### config.mk
export PLATFORM = sky130hd
export DESIGN_NAME = array_set_insert_remove_top
export DESIGN_NICKNAME = d
export VERILOG_FILES = /design/src/rtl/core/ais_pkg.sv /design/src/rtl/core/ais_cell.sv /design/src/rtl/core/array_set_insert_remove_top.sv
export SDC_FILE = /design/constraint.sdc
export NUM_CORES = 1
export LEC_CHECK = 0
export ABC_AREA = 0
export CORE_MARGIN = 1
export CORE_UTILIZATION = 45
export CTS_CLUSTER_DIAMETER = 60
export DETAILED_ROUTE_END_ITERATION = 8
export DONT_BUFFER_PORTS = 1
export PLACE_DENSITY = 0.61
export SYNTH_ARGS = -nofsm -noshare
export SYNTH_HDL_FRONTEND = slang
export SYNTH_SLANG_ARGS = --single-unit
### constraint.sdc
create_clock -name clock -period 8.6 [get_ports clock]
set_input_delay 1.72 -clock clock [delete_from_list [all_inputs] [get_ports clock]]
set_output_delay 1.72 -clock clock [all_outputs]
set_load 0.03 [all_outputs]
### src/rtl/core/ais_pkg.sv
// ----------------------------------------------------------------------------
// ais_pkg: shared types and constants of the array set
// Capacity, field structs, status codes and cell control bundle.
// ----------------------------------------------------------------------------
package ais_pkg;

   localparam int CAPACITY  = 16;
   localparam int CNT_W     = $clog2(CAPACITY + 1);
   localparam int KEY_W     = 32;
   localparam int STATUS_W  = 3;
   localparam int RSP_CNT_W = 5;

   localparam logic OP_INSERT = 1'b0;
   localparam logic OP_REMOVE = 1'b1;

   localparam logic [STATUS_W-1:0] ST_INSERTED  = 3'd0;
   localparam logic [STATUS_W-1:0] ST_PRESENT   = 3'd1;
   localparam logic [STATUS_W-1:0] ST_FULL      = 3'd2;
   localparam logic [STATUS_W-1:0] ST_REMOVED   = 3'd3;
   localparam logic [STATUS_W-1:0] ST_NOT_FOUND = 3'd4;

   typedef struct packed {
      logic                    opcode;
      logic signed [KEY_W-1:0] key;
   } req_type;

   typedef struct packed {
      logic [STATUS_W-1:0]  status;
      logic [RSP_CNT_W-1:0] count;
   } rsp_type;

   // control bundle seen by one cell during the execute cycle
   typedef struct packed {
      logic [KEY_W-1:0] key;     // key under search
      logic             active;  // cell holds a live entry
      logic             load;    // cell takes the new key
      logic             remove;  // remove request in progress
   } cell_ctl_type;

endpackage

### src/rtl/core/ais_cell.sv
// ----------------------------------------------------------------------------
// ais_cell: one storage cell of the array set
// Holds one key, compares it, extends the match chain and shifts down.
// ----------------------------------------------------------------------------
module ais_cell (
   input  logic                  clock,
   input  ais_pkg::cell_ctl_type ctl,
   input  logic                  hit_in,
   input  logic [31:0]           next_entry,
   output logic                  hit_out,
   output logic [31:0]           entry
);
   import ais_pkg::*;

   logic [KEY_W-1:0] entry_ff;
   logic [KEY_W-1:0] entry_in;
   logic             hit;

   assign hit     = ctl.active && (entry_ff == ctl.key);
   assign hit_out = hit_in | hit;
   assign entry   = entry_ff;

   // at or after the first match a remove pulls the upper neighbor down
   always_comb begin
      entry_in = entry_ff;
      if (ctl.load) begin
         entry_in = ctl.key;
      end else if (ctl.remove && hit_out) begin
         entry_in = next_entry;
      end
   end

   always_ff @(posedge clock) begin
      entry_ff <= entry_in;
   end

endmodule

### src/rtl/core/array_set_insert_remove_top.sv
// ----------------------------------------------------------------------------
// array_set_insert_remove_top: set of distinct 32-bit keys in a cell chain
// Insert appends an absent key, remove deletes a key and closes the gap.
// ----------------------------------------------------------------------------
// A request is taken when start is high and busy is low. Every request is
// registered first, then handled in the execute cycle, in which all cells compare the key
// at once, the match ripples along the cell chain and the entries shift or
// load. The result strobe rsp_valid is high for exactly one cycle, on the cycle
// after the execute cycle; it cannot be held off, so capture it when it comes.
// A new request may be started in the same cycle as that strobe; while busy is
// high no request is taken. Keys keep insertion order in the cells.
module array_set_insert_remove_top (
   input  logic             clock,
   input  logic             reset,
   input  logic             start,
   output logic             busy,
   input  ais_pkg::req_type req_data,
   output logic             rsp_valid,
   output ais_pkg::rsp_type rsp_data
);
   import ais_pkg::*;

   localparam logic ST_IDLE = 1'b0;
   localparam logic ST_EXEC = 1'b1;

   // control state
   logic             state_ff, state_in;
   logic [CNT_W-1:0] count_ff, count_in;
   logic             rsp_valid_ff, rsp_valid_in;

   // payload registers
   req_type          req_ff, req_in;
   rsp_type          rsp_ff, rsp_in;

   // cell chain wiring
   cell_ctl_type     ctl_w [CAPACITY];
   logic [CAPACITY:0] hit_w;
   logic [KEY_W-1:0] entry_w [CAPACITY];

   logic accept;
   logic exec;
   logic found;
   logic full;
   logic insert_ok;
   logic remove_ok;

   assign busy   = (state_ff == ST_EXEC);
   assign accept = start && !busy;
   assign exec   = (state_ff == ST_EXEC);

   // the chain end tells whether any live cell matched
   assign hit_w[0] = 1'b0;
   assign found    = hit_w[CAPACITY];
   assign full     = (count_ff == CNT_W'(CAPACITY));

   assign insert_ok = exec && (req_ff.opcode == OP_INSERT) && !found && !full;
   assign remove_ok = exec && (req_ff.opcode == OP_REMOVE) && found;

   genvar gi;
   generate
      for (gi = 0; gi < CAPACITY; gi++) begin : g_cell
         // live cells are those below the count; the load target is the first free one
         assign ctl_w[gi].key    = req_ff.key;
         assign ctl_w[gi].active = exec && (CNT_W'(gi) < count_ff);
         assign ctl_w[gi].load   = insert_ok && (CNT_W'(gi) == count_ff);
         assign ctl_w[gi].remove = exec && (req_ff.opcode == OP_REMOVE);

         if (gi == CAPACITY - 1) begin : g_last
            ais_cell u_cell (
               .clock      (clock),
               .ctl        (ctl_w[gi]),
               .hit_in     (hit_w[gi]),
               .next_entry (entry_w[gi]),
               .hit_out    (hit_w[gi+1]),
               .entry      (entry_w[gi])
            );
         end else begin : g_mid
            ais_cell u_cell (
               .clock      (clock),
               .ctl        (ctl_w[gi]),
               .hit_in     (hit_w[gi]),
               .next_entry (entry_w[gi+1]),
               .hit_out    (hit_w[gi+1]),
               .entry      (entry_w[gi])
            );
         end
      end
   endgenerate

   // sequencing, count update and result formation
   always_comb begin
      state_in     = state_ff;
      count_in     = count_ff;
      rsp_valid_in = 1'b0;
      req_in       = req_ff;
      rsp_in       = rsp_ff;

      case (state_ff)
         ST_IDLE: begin
            if (accept) begin
               req_in   = req_data;
               state_in = ST_EXEC;
            end
         end
         ST_EXEC: begin
            state_in     = ST_IDLE;
            rsp_valid_in = 1'b1;
            if (insert_ok) begin
               count_in = count_ff + CNT_W'(1);
            end else if (remove_ok) begin
               count_in = count_ff - CNT_W'(1);
            end
            // presence wins over fullness on insert
            if (req_ff.opcode == OP_INSERT) begin
               if (found) begin
                  rsp_in.status = ST_PRESENT;
               end else if (full) begin
                  rsp_in.status = ST_FULL;
               end else begin
                  rsp_in.status = ST_INSERTED;
               end
            end else begin
               rsp_in.status = found ? ST_REMOVED : ST_NOT_FOUND;
            end
            rsp_in.count = RSP_CNT_W'(count_in);
         end
         default: begin
            state_in = ST_IDLE;
         end
      endcase
   end

   always_ff @(posedge clock) begin
      if (reset) begin
         state_ff     <= ST_IDLE;
         count_ff     <= '0;
         rsp_valid_ff <= 1'b0;
      end else begin
         state_ff     <= state_in;
         count_ff     <= count_in;
         rsp_valid_ff <= rsp_valid_in;
      end
   end

   always_ff @(posedge clock) begin
      req_ff <= req_in;
      rsp_ff <= rsp_in;
   end

   assign rsp_valid = rsp_valid_ff;
   assign rsp_data  = rsp_ff;

   // ------------------------------------------------------------------------
   // assertions
   // ------------------------------------------------------------------------

   // an accepted transfer always moves into the execute cycle
   a_accept_exec: assert property (@(posedge clock) disable iff (reset)
      accept |=> busy)
      else $error("accepted request did not enter execute");

   // the cycle after execute is idle and carries the result strobe
   a_exec_rsp: assert property (@(posedge clock) disable iff (reset)
      busy |=> (!busy && rsp_valid))
      else $error("execute not followed by result");

   // the element count never exceeds the capacity
   a_count_cap: assert property (@(posedge clock) disable iff (reset)
      count_ff <= CNT_W'(CAPACITY))
      else $error("element count beyond capacity");

   // a result only follows an execute cycle
   a_rsp_src: assert property (@(posedge clock) disable iff (reset)
      rsp_valid |-> $past(busy))
      else $error("result strobe without request");

endmodule

==> run metrics <==
result of the run complete, no violations; worst reg2reg path depth 11; TritonCTS clock tree built; worst hold path depth 1; kind of critical path register to register; element type at the critical path end register; worst reg-to-reg setup slack 2.43 ns; global-route total usage across every layer 26.17%; Final min period 6.165 ns; clock transition at the register clock pins on the worst setup and hold paths after CTS 0.06 ns; number of setup violations in the final report 0; initial core utilization 45.45%; list of most frequent post-synthesis cells sky130_fd_sc_hd__edfxtp_1, sky130_fd_sc_hd__mux2_2, sky130_fd_sc_hd__xor2_1; chip height 259.7 microns; cell area after technology mapping 29880 sq um; count of hold buffers inserted by post-cts repair 0; total wirelength of the detailed-routed design 87.74 mm; data required time of the worst path 8.89 ns; H-Tree Depth 2; total CTS buffers 61; Yosys cell types 52; HPWL after detailed placement 59.93 mm; number of synthesized register bits 560; post-route clock period utilization 71.69%; setup repair after global routing missed its margin false; average vias per placed instance 5.826; Wirelength per Cell 29.89 microns; vias in the first global route 17173; cell area power density 183.6 nW/um^2; total chip power 0.005975 W; Die ar. 67440 sq um; data arrival time of the worst path 6.45 ns; die width 259.7 microns; number of enable flip-flop cells after synthesis 553; Std-Cell Core Area 65750 sq um; clock insertion delay at the later pin of the skew report 0.64 ns; largest net degree at the start of global routing 35; input/output buffers 0; max frequency 162.2 MHz; Max IR drop VDD 0.1572 mV; Post-DRT Antenna Nets 0; first-pass GRT wire length 126.5 mm; detailed router's first-iteration violation count 1813; number of warnings reported in the yosys synthesis log 0; Min Hold Slack 0.5968 ns; remaining routing DRC violations 0; instance count of the mapped netlist 2072; worst-case clock buffer depth 3; Net Count, Synth 2113; async set-or-reset flop fraction in the synthesized netlist 0%; actual transition at the worst max-transition pin 1.222 ns; Final Wtd Congestion 0.9820; share of the yosys chip area belonging to registers 56.04%; Rel. slew slack 18.28%; syn avg cell area 14.42 sq um; Post-layout nets 2062; pins over their slew limit 0; most instantiated library cell after synthesis sky130_fd_sc_hd__edfxtp_1; startpoint class of the critical path register; area added between synthesis and finish 8.885%; Static Leakage 11.13 nW; DR pass1 iterations 5; root buffer selected by CTS sky130_fd_sc_hd__clkbuf_16; clock skew after layout 0.01997 ns; count of pins on the block boundary 46; leading post-synthesis cells by cell area sky130_fd_sc_hd__edfxtp_1, sky130_fd_sc_hd__mux2_2, sky130_fd_sc_hd__xor2_1; Fin. Hold Viols 0; Worst Path Max Fanout 33; post-synth top area cell sky130_fd_sc_hd__edfxtp_1; Maximum Capacitance Violations 0; Post-CTS Resized 0; antenna violations before repair 6; most used flip-flop cell after synthesis sky130_fd_sc_hd__edfxtp_1; via count 17099; portion of synthesized cell area occupied by the leading cell type 55.57%; Cell Rows 94; GR Overflow Total 0; number of clock sinks 560; Setup Buffers After CTS 0; aggregate negative setup slack 0 ns; fraction of final layout cells with drive strength greater than 1 32.08%; path type of the worst min-delay path register to register
[worst paths after layout]
check | from | endpoint
setup / recovery | ctl_w[14]$_DFFE_PP_ | g_cell[7].g_mid.u_cell.entry[17]$_DFFE_PP_
hold / removal | g_cell[15].g_last.u_cell.entry[16]$_DFFE_PP_ | g_cell[14].g_mid.u_cell.entry[16]$_DFFE_PP_
setup reg to reg | ctl_w[14]$_DFFE_PP_ | g_cell[7].g_mid.u_cell.entry[17]$_DFFE_PP_
hold reg to reg | g_cell[15].g_last.u_cell.entry[16]$_DFFE_PP_ | g_cell[14].g_mid.u_cell.entry[16]$_DFFE_PP_
[worst max-delay path: stages, from the launching register on]
cell and delay [ns]:
sky130_fd_sc_hd__edfxtp_1 0.89, sky130_fd_sc_hd__buf_4 0.55, sky130_fd_sc_hd__xor2_1 0.23, sky130_fd_sc_hd__nor4_1 0.10, sky130_fd_sc_hd__and3_1 0.16, sky130_fd_sc_hd__nor4b_1 0.18, sky130_fd_sc_hd__or4_4 0.55, sky130_fd_sc_hd__or2_4 0.32
sky130_fd_sc_hd__nor3_4 0.99, sky130_fd_sc_hd__nand4_2 1.09, sky130_fd_sc_hd__o21ai_2 0.27, sky130_fd_sc_hd__buf_4 0.43
[layer usage]
| metal | wire [microns] | vias up | GRT usage (%) |
|---|---|---|---|
| li1 | - | 7561 | - |
| met1 | 39510 | 8721 | 37.42 |
| met2 | 38540 | 661 | 39.22 |
| met3 | 6533 | 154 | 5.263 |
| met4 | 3144 | 2 | 9.657 |
| met5 | 13 | - | 0 |
[report_power, final]
group | internal, W | leakage, nW | switching, W
logic | 0.0000983 | 5.11 | 0.000211
clock network | 0.00154 | 0.969 | 0.00110
registers | 0.00298 | 5.06 | 0.0000415
total | 0.00462 | 11.1 | 0.00136
[placed cells by master (no fill, tap or decap), drive strengths merged, types with 6 or more instances in the layout]
cell type  instances
edfxtp           553
mux2             483
xor2             404
xnor2            111
nor4             103
clkbuf            76
buf               74
nand4             52
nor3              34
nand2             26
clkinv            25
nand3             22
nor2              16
o21ai             15
bufinv             7
nor2b              7
dfxtp              7
inv                6
[stage by stage]
| step | util (%) | std cells | worst slack (ns) | instance area, sq um |
|---|---|---|---|---|
| detailed placement | 46.47 | 2822 | 2.458 | 30550 |
| CTS | 49.49 | 2934 | 2.441 | 32540 |
| global route | 49.49 | 2934 | 2.172 | 32540 |
| floorplan | - | 2072 | 2.310 | 29880 |
| global placement | 46.47 | 2822 | 2.571 | 30550 |
| finish | 49.49 | 2935 | 2.435 | 32540 |
[registers in the layout, indices dropped and copies added (netlist names)]
register	count
g_cell.g_last.u_cell.entry	32
busy	1
count_ff	5
req_ff	1
rsp_valid	1
g_cell.g_mid.u_cell.entry	480
rsp_data	8
ctl_w	32
[layout make-up]
type,count,area [sq um]
Timing Repair Buffer,74,555.5
Clock inverter,36,357.8
Antenna cell,1,2.502
Sequential cell,560,16750
Multi-Input combinational cell,1320,12150
Clock buffer,76,1625
Fill cell,5530,33210
Inverter,4,15.01
Tap cell,864,1081
[cells by family (layout without fill, tap and decap cells)]
logic type | Yosys count | count (layout) | synth area share, %
and+or+nand+nor | 286 | 286 | 5.908
muxes | 483 | 483 | 18.68
AOI/OAI and AO/OA | 31 | 31 | 0.6532
adders and majority gates | 5 | 5 | 0.2093
buffers and inverters | 192 | 190 | 3.421
xor gates and xnor gates | 515 | 515 | 15.09
DFF | 560 | 560 | 56.04
other | 0 | 1 | 0
(Power assumes the default switching activity.)
